`config.mk`:
```
export PLATFORM = sky130hd
export DESIGN_NAME = sem_ctrl
export DESIGN_NICKNAME = d
export VERILOG_FILES = /design/src/rtl/sem_pkg.sv /design/src/rtl/sem_ctrl.sv
export SDC_FILE = /design/constraint.sdc
export NUM_CORES = 1
export LEC_CHECK = 0
export ABC_AREA = 1
export BUFFER_PORTS_ARGS = -buffer_cell sky130_fd_sc_hd__buf_2
export CAP_MARGIN = 20
export CORE_MARGIN = 5
export CORE_UTILIZATION = 45
export CTS_CLUSTER_SIZE = 24
export DETAILED_ROUTE_END_ITERATION = 10
export PLACE_DENSITY = 0.69
export SLEW_MARGIN = 40
export SYNTH_ARGS = -nofsm -noshare
export SYNTH_HDL_FRONTEND = slang
export SYNTH_SLANG_ARGS = --single-unit
```
`constraint.sdc`:
```
create_clock -name aclk -period 1.2 [get_ports aclk]
set_input_delay 0 -clock aclk [delete_from_list [all_inputs] [get_ports aclk]]
set_output_delay 0 -clock aclk [all_outputs]
set_load 0.02 [all_outputs]
```
`src/rtl/sem_pkg.sv`:
```
`default_nettype none
// ----------------------------------------------------------------------------
// Sobel edge magnitude package
// Shared constants, controller states and the command and status structs.
// ----------------------------------------------------------------------------
package sem_pkg;

    localparam int MAX_WIDTH  = 2048;
    localparam int MAX_HEIGHT = 4096;
    localparam int COL_W      = $clog2(MAX_WIDTH);
    localparam int ROW_W      = 13;
    localparam int PIX_W      = 24;
    localparam int FW_W       = 12;
    localparam int FH_W       = 13;
    localparam int CFG_W      = 13;
    localparam int ROOT_STEPS = 8;

    localparam logic REG_FRAME_WIDTH  = 1'b0;
    localparam logic REG_FRAME_HEIGHT = 1'b1;

    typedef enum logic [6:0] {
        ST_IDLE   = 7'b0000001,
        ST_UPDATE = 7'b0000010,
        ST_GRAD   = 7'b0000100,
        ST_SQUARE = 7'b0001000,
        ST_SUM    = 7'b0010000,
        ST_ROOT   = 7'b0100000,
        ST_DONE   = 7'b1000000
    } state_t;

    typedef struct packed {
        logic accept;
        logic update;
        logic grad;
        logic square;
        logic sum;
        logic root_step;
        logic load_out;
    } dp_cmd_t;

    typedef struct packed {
        logic emit;
        logic out_free;
    } dp_status_t;

endpackage
`default_nettype wire

```
`src/rtl/sem_ctrl.sv`:
```
`default_nettype none
// ----------------------------------------------------------------------------
// Sobel edge magnitude controller
// Sequences one transaction through window update and, when a result is due,
// gradient, square, sum, square root and output load.
// ----------------------------------------------------------------------------
module sem_ctrl
    import sem_pkg::*;
(
    input  wire logic       aclk,
    input  wire logic       aresetn,
    input  wire logic       s_valid,
    output logic            s_ready,
    input  wire dp_status_t status,
    output dp_cmd_t         cmd
);

    localparam int CNT_W = $clog2(ROOT_STEPS);

    state_t             state_reg, state_next;
    logic [CNT_W-1:0]   cnt_reg, cnt_next;

    always_ff @(posedge aclk) begin
        if (!aresetn) begin
            state_reg <= ST_IDLE;
            cnt_reg   <= '0;
        end else begin
            state_reg <= state_next;
            cnt_reg   <= cnt_next;
        end
    end

    always_comb begin
        state_next = state_reg;
        cnt_next   = cnt_reg;
        s_ready    = 1'b0;
        cmd        = '0;
        case (state_reg)
            ST_IDLE: begin
                s_ready = 1'b1;
                if (s_valid) begin
                    cmd.accept = 1'b1;
                    state_next = ST_UPDATE;
                end
            end
            ST_UPDATE: begin
                cmd.update = 1'b1;
                state_next = status.emit ? ST_GRAD : ST_IDLE;
            end
            ST_GRAD: begin
                cmd.grad   = 1'b1;
                state_next = ST_SQUARE;
            end
            ST_SQUARE: begin
                cmd.square = 1'b1;
                state_next = ST_SUM;
            end
            ST_SUM: begin
                cmd.sum    = 1'b1;
                cnt_next   = '0;
                state_next = ST_ROOT;
            end
            ST_ROOT: begin
                cmd.root_step = 1'b1;
                cnt_next      = cnt_reg + 1'b1;
                if (cnt_reg == CNT_W'(ROOT_STEPS - 1)) begin
                    state_next = ST_DONE;
                end
            end
            ST_DONE: begin
                if (status.out_free) begin
                    cmd.load_out = 1'b1;
                    state_next   = ST_IDLE;
                end
            end
            default: begin
                state_next = ST_IDLE;
            end
        endcase
    end

endmodule
`default_nettype wire

```
After elaboration in Yosys (flattened, before gate mapping)
Index checks and enable logic that the tools add are counted.
{ "word_totals": {"out_inout_bits": 8, "input_bits": 5, "wordCells": 32, "register_bits": 10} }
{ "classes": {"reduce_logical": 2, "eq_ne": 11, "n_mux": 16, "n_addsub": 1} }
{ "op_table": {"columns": ["op", "n"], "rows": [
  ["case mux 7 bit (7 select lines)", 1],
  ["two-way mux 7 bit", 3],
  ["two-way mux 1 bit", 10],
  ["== test 7 x 1 -> 1 bit (second input constant)", 1],
  ["== test 7 x 2 -> 1 bit (second input constant)", 1],
  ["== test 7 x 3 -> 1 bit (second input constant)", 1],
  ["== test 7 x 4 -> 1 bit (second input constant)", 1],
  ["== test 7 x 5 -> 1 bit (second input constant)", 1],
  ["== test 7 x 6 -> 1 bit (second input constant)", 1],
  ["== test 7 bit (second input constant)", 1],
  ["inequality test 2 bit (second input constant)", 3],
  ["case mux 3 bit (2 select lines)", 1],
  ["adder 3 x 1 -> 3 bit (second input constant)", 1],
  ["== test 3 bit (second input constant)", 1],
  ["two-way mux 3 bit", 1],
  ["AND reduction 3 bit", 1],
  ["nonzero test 2 bit", 1]
]} }

Longest topological paths before layout
Gate-level depths: netlist of the first run.
{ "logic_depth": {"ltp_word": 3, "ltp_mapped": 8, "depth_no_buf": 8} }

Worst setup path before layout of the first run
Ideal clock, no wire load.
{ "synth_timing": {"path_kind": "reg-to-output", "start": "reg state_reg[6]", "end": "out cmd[0] (netlist bit)", "path_stages_with_launch": 3, "n_path_buf": 0, "required_time_ps": 1200, "slack_ps": -35, "arrival_ps": 1235, "path_cell_list": "dfxtp_1 inv_2 nor4_1"} }
{ "synth_rtl": {"columns": ["item", "line_no", "text"], "rows": [
  ["start: declaration", "sem_ctrl.sv:20", "state_t state_reg, state_next;"],
  ["start signal: assignment", "sem_ctrl.sv:28", "state_reg <= state_next;"],
  ["end: declaration", "sem_ctrl.sv:15", "output dp_cmd_t cmd"]
]} }

==> impl_metrics.env, run 1 <==
export IMPL_status="complete, but fails checks"
export IMPL_violations="negative setup slack"
export IMPL_die_w_microns=46.4
export IMPL_crit_path_end_kind="output port"
export IMPL_cts_buffers=3
export IMPL_regToRegEndpoint="state_reg[0]"
export IMPL_period_share_pct=110
export IMPL_pwr_density_cell_nw_per_um2=938
export IMPL_drt_pass1_iterations=2
export IMPL_regToRegStartpoint="state_reg[4]"
export IMPL_rows=13
export IMPL_layout_min_cycle_time_ns=1.32
export IMPL_syn_area_per_cell_sq_um=7.01
export IMPL_routedWlPerCell_microns=13.2
export IMPL_netlist_instances=85
export IMPL_diodes=0
export IMPL_grt_pass1_wl_microns=2150
export IMPL_syn_nets=92
export IMPL_yosys_warnings=0
export IMPL_max_cap_violations=0
export IMPL_slew_headroom_pct=79.6
export IMPL_initialDrtViolationCount=5
export IMPL_worstPathRequired_ns=1.20
export IMPL_final_util_pct=78.5
export IMPL_via_per_inst=5.02
export IMPL_core_area_sq_um=1270
export IMPL_largest_reg_flops=7
export IMPL_cpMaxStageDelayCell="dfxtp_2"
export IMPL_htree_levels=1
export IMPL_hpwl_microns=968
export IMPL_cts_root_buffer_cell="clkbuf_4"
export IMPL_wl_microns=1710
export IMPL_track_usage_pct=13.9
export IMPL_worst_pin_slew_ns=0.306
export IMPL_start_kind="register"
export IMPL_die_y_microns=46.4
export IMPL_r2r_cells=9
export IMPL_clock_latency_ns=0.27
export IMPL_antenna_found_initial=0
export IMPL_p_total_uw=934
export IMPL_crit_path_start="state_reg[4]"
export IMPL_portBuffers=12
export IMPL_dr_total_vias=653
export IMPL_crit_arrival_ns=1.32
export IMPL_clock_path_buffers=2
export IMPL_grt_max_degree=9
export IMPL_hold_viol_final=0
export IMPL_syn_area_sq_um=596
export IMPL_die_area_sq_um=2150
export IMPL_cts_tree="yes"
export IMPL_path_cells="inv_2 > nand2_4 > nor2_4 > nand3_2 > inv_1 > buf_6"
export IMPL_clkTransAtPathRegs_ns=0.07
export IMPL_n_fill_cell=95
export IMPL_drtAntennaViolNets=0
export IMPL_ys_seq_area_share_pct=33.6
export IMPL_cp_max_fo=5
export IMPL_critical_path_class="reg -> out"
export IMPL_area_delta_synth_final_pct=67.2
export IMPL_synth_seq_cells=10
export IMPL_clock_sinks=10
export IMPL_ys_types=21
export IMPL_max_freq_ghz=0.756
export IMPL_place_congestion=0.834
export IMPL_vdd_drop_max_uv=687
export IMPL_grt_ovfl_total=0
export IMPL_grt_pass1_vias=573
export IMPL_finalSetupViolCount=9
export IMPL_setup_ws_ns=-0.122
export IMPL_p_leak_uw=0.000486
export IMPL_crit_end="cmd[3]"
export IMPL_drv_slew=0
export IMPL_clock_skew_ns=0.00449
export IMPL_rsz0062_at_grt="yes"
export IMPL_min_path_type="in -> reg"
export IMPL_pin_count=13
export IMPL_final_nets=124
export IMPL_drc_errors=0
export IMPL_cp_slowest_stage_delay_ns=0.32
export IMPL_regToRegSetupSlack_ns=-0.08
export IMPL_start_util_pct=46.9
export IMPL_drive_gt1_share_pct=61.7
## final cells by class
cell class | count | area, sq um | area share (%)
clock buffers | 3 | 22.5 | 2.26
multi-input cells | 55 | 417 | 41.8
well taps | 15 | 18.8 | 1.88
repair buffers | 27 | 243 | 24.4
flip-flops and latches | 10 | 213 | 21.4
inverters | 20 | 82.6 | 8.29
## power by group
group	leakage (uW)	internal, uW	switching (uW)
logic	0.000388	148	189
registers	0.0000845	347	16.7
clock network	0.0000138	116	117
total	0.000486	611	323
## routing by layer
layer  GRT usage [%]  up-vias  routed length, microns
met1            16.3      304                     762
li1                -      330                       -
met2            23.1       12                     853
met4            6.82        0                      47
met3            3.52        7                      51
met5               0        -                       0
## worst max-delay path: cells and delay by family (launching register included)
family / cells / cell delay [ns]
buffers and inverters: 3 / 0.29
DFF: 1 / 0.32
and+or+nand+nor: 3 / 0.44
## repair_timing
action | CTS | global route
hold buffers | 2 | 0
endpoints found under the hold margin | 3 | 0
endpoints found under the setup margin | 9 | 13
pin swaps | 9 | 13
buffers inserted | 3 | 6
gates resized for setup | 22 | 32
## metrics by stage
stage                     cells  setup slack (ns)  hold WS, ns  TNS, ns  area (sq um)
after floorplan              85            0.0643        0.141        0           608
after global placement      116           -0.0307        0.261  -0.0307           717
after detailed placement    116           -0.0202        0.267  -0.0202           717
after CTS                   124           -0.0829       0.0622   -0.373           843
after global routing        130            -0.187        0.117    -1.44           996
final                       130            -0.122       0.0832   -0.647           996
## cells by family (layout without fill, tap and decap cells)
kind of cell / Yosys count / after routing / share of synthesized area (%)
AND/OR/NAND/NOR: 46 / 46 / 40.8
buffers and inverters: 20 / 50 / 13.0
flip-flops: 10 / 10 / 33.6
AO/OA/AOI/OAI: 7 / 7 / 8.40
adder cells (fa/ha/maj): 2 / 2 / 4.20
## how the worst min path moves through the flow
stage,from,endpoint,slack [ns],depth (start not counted)
6_report,status[0],state_reg[6],0.08,4
5_1_grt,status[0],state_reg[6],0.12,4
4_1_cts,status[0],state_reg[6],0.06,4
3_5_place_dp,status[1],state_reg[2],0.27,3
3_3_place_gp,status[1],state_reg[2],0.26,3
2_1_floorplan,s_valid,cmd[6],0.14,2
## layout by cell type (no fill, tap or decap), types with 2 or more instances in the layout
master         Yosys  routed
a21oi_1            3       3
inv_2              3       5
buf_6              0      12
nor2_4             1       6
dlygate4sd3_1      0       2
nand2_2            2       2
clkbuf_4           0       3
dfxtp_1           10       2
buf_4              0       9
dfxtp_2            0       7
buf_2              0       4
nor2_1            10       6
nor2_2             4       3
inv_1             16      13
a21oi_2            2       2
nand2_1           14      12
nor3_1             3       2
nand3_2            3       7
nand2_4            1       3
## synth_stat cells (all sizes together)
library cell / count / area, sq um
a211oi: 1 / 12.5
a21oi: 5 / 32.5
dfxtp: 10 / 200
ha: 2 / 25.0
inv: 20 / 77.6
nand2: 17 / 76.3
nand3: 8 / 55.1
nand4: 1 / 6.26
nor2: 15 / 73.8
nor3: 4 / 25.0
nor4: 1 / 6.26
o21ai: 1 / 5.00
(Power assumes the default switching activity.)
==> inputs of run 2 (changes only) <==
--- a/config.mk
+++ b/config.mk
@@ -8,11 +8,11 @@
 export ABC_AREA = 1
 export BUFFER_PORTS_ARGS = -buffer_cell sky130_fd_sc_hd__buf_2
 export CAP_MARGIN = 20
-export CORE_MARGIN = 5
-export CORE_UTILIZATION = 45
+export CORE_AREA = 5 5 42 44
 export CTS_CLUSTER_SIZE = 24
 export DETAILED_ROUTE_END_ITERATION = 10
-export PLACE_DENSITY = 0.69
+export DIE_AREA = 0 0 47 49
+export PLACE_DENSITY = 0.66
 export SLEW_MARGIN = 40
 export SYNTH_ARGS = -nofsm -noshare
 export SYNTH_HDL_FRONTEND = slang
==> constraint.sdc (replaced) <==
create_clock -name aclk -period 1.3 [get_ports aclk]
set_input_delay 0 -clock aclk [delete_from_list [all_inputs] [get_ports aclk]]
set_output_delay 0 -clock aclk [all_outputs]
set_load 0.02 [all_outputs]
==> run 2 against run 1 <==
  * The flow finishes with violations (negative hold slack)
  * Design area decreased by 19%
  * Total power decreased by 16%
  * Routed wire length decreased by 25%
  * Register-to-register slack improved by 0.16 ns
  * Non-clock buffer count decreased by 10
  * Clock skew increased by 0.0053 ns
  * Critical path type unchanged
  * Critical endpoint is now cmd[6]
  * Highest routed layer unchanged
==> impl_metrics.env, run 2 (synthesized netlist as in run 1, its figures left out) <==
export IMPL_layout_common_cells="inv_1, nand2_1, buf_2, nor2_1"
export IMPL_die_y_microns=49
export IMPL_crit_path_end_kind="output port"
export IMPL_drv_slew=0
export IMPL_clock_sinks=10
export IMPL_hold_viol_final=1
export IMPL_routedWlPerCell_microns=10.6
export IMPL_clkTransAtPathRegs_ns=0.07
export IMPL_p_leak_uw=0.000425
export IMPL_vdd_drop_max_uv=722
export IMPL_drive_gt1_share_pct=49.5
export IMPL_period_share_pct=99.0
export IMPL_crit_arrival_ns=1.29
export IMPL_finalSetupViolCount=0
export IMPL_cp_slowest_stage_delay_ns=0.33
export IMPL_antenna_found_initial=0
export IMPL_worstPathRequired_ns=1.30
export IMPL_grt_max_degree=9
export IMPL_via_per_inst=4.64
export IMPL_core_area_sq_um=1400
export IMPL_rsz0062_at_grt="yes"
export IMPL_cpMaxStageDelayCell="dfxtp_2"
export IMPL_start_util_pct=42.5
export IMPL_wl_microns=1290
export IMPL_drc_errors=0
export IMPL_critical_path_class="reg -> out"
export IMPL_max_cap_violations=0
export IMPL_grt_ovfl_total=0
export IMPL_grt_pass1_vias=487
export IMPL_rows=14
export IMPL_dr_total_vias=561
export IMPL_initialDrtViolationCount=5
export IMPL_final_nets=114
export IMPL_cts_tree="yes"
export IMPL_mostFrequentLayoutCell="inv_1"
export IMPL_start_kind="register"
export IMPL_clock_skew_ns=0.00979
export IMPL_slew_headroom_pct=80.7
export IMPL_worst_pin_slew_ns=0.289
export IMPL_portBuffers=12
export IMPL_die_area_sq_um=2300
export IMPL_status="complete, but fails checks"
export IMPL_pwr_density_cell_nw_per_um2=970
export IMPL_largest_reg_flops=7
export IMPL_cts_buffers=3
export IMPL_min_path_type="in -> reg"
export IMPL_max_freq_ghz=0.777
export IMPL_grt_pass1_wl_microns=2040
export IMPL_hpwl_microns=940
export IMPL_fin_hold_ws_ns=-0.00599
export IMPL_htree_levels=1
export IMPL_dp_slack_ns=0.0734
export IMPL_setup_ws_ns=0.0125
export IMPL_stdcell_count=121
export IMPL_clock_path_buffers=2
export IMPL_violations="negative hold slack"
export IMPL_track_usage_pct=12.0
export IMPL_regToRegSetupSlack_ns=0.08
export IMPL_diodes=0
export IMPL_layout_min_cycle_time_ns=1.29
export IMPL_pin_count=13
export IMPL_cts_root_buffer_cell="clkbuf_4"
export IMPL_clock_latency_ns=0.27
export IMPL_path_cells="inv_2 > nand2_4 > nor2_4 > nand2_2 > nor2_2 > buf_6"
export IMPL_area_delta_synth_final_pct=35.1
export IMPL_place_congestion=0.805
export IMPL_place_inst=113
export IMPL_die_w_microns=47
export IMPL_drt_pass1_iterations=2
export IMPL_cp_max_fo=5
export IMPL_drtAntennaViolNets=0
## run 2: cell count changes in the layout (fill, tap and decap cells not counted), moves of 3 or more
| cell | delta |
|---|---|
| buf_2 | +5 |
| nor2_4 | -3 |
| buf_4 | -3 |
| buf_6 | -11 |
## run 2: stage by stage
stage / TNS, ns / power [uW] / util, % / cell area, sq um
final: 0 / 781 / 57.4 / 805
after global routing: -0.113 / 817 / 57.4 / 805
after CTS: 0 / 728 / 51.1 / 716
after detailed placement: 0 / 510 / 48.2 / 676
after global placement: 0 / 508 / 48.2 / 676
after floorplan: 0 / 467 / - / 596
## run 2: critical path: cells and delay by family (launching register included)
kind          cells  cell delay (ns)
buf+inv           2             0.20
flops             1             0.33
simple gates      4             0.48
## run 2: path summary, 6_finish.rpt
| check | start | end | cells past startpoint |
|---|---|---|---|
| setup / recovery | state_reg[4] | cmd[6] | 6 |
| setup reg to reg | state_reg[4] | state_reg[0] | 9 |
| hold reg to reg | cnt_reg[2] | cnt_reg[2] | 2 |
| hold / removal | aresetn | state_reg[0] | 4 |
## run 2: what timing repair did
item                                   CTS  global route
hold buffers                             1             0
setup endpoints to repair                1             9
buffers inserted                         0             4
pin swaps                                0             8
endpoints found under the hold margin    1             0
gates resized for setup                  2            20
## run 2: cell type report
type | instances | area, sq um
Clock buffer | 3 | 22.5
Fill cell | 141 | 597
Inverter | 20 | 77.6
Multi-Input combinational cell | 55 | 365
Sequential cell | 10 | 208
Tap cell | 16 | 20.0
Timing Repair Buffer | 17 | 111
## run 2: power breakdown
part / switching (uW) / total [uW] / internal, uW / leakage [uW]
clock: 115 / 223 / 107 / 0.0000138
sequential: 14.3 / 335 / 320 / 0.0000840
combinational: 135 / 223 / 88.4 / 0.000327
total: 265 / 781 / 516 / 0.000425
## run 2: metal layers
metal | part of all wire (%) | GRT usage, %
met3 | 4.9 | 2.21
met5 | 0 | 0
met1 | 44 | 15.8
met2 | 48 | 17.6
met4 | 2.6 | 6.91
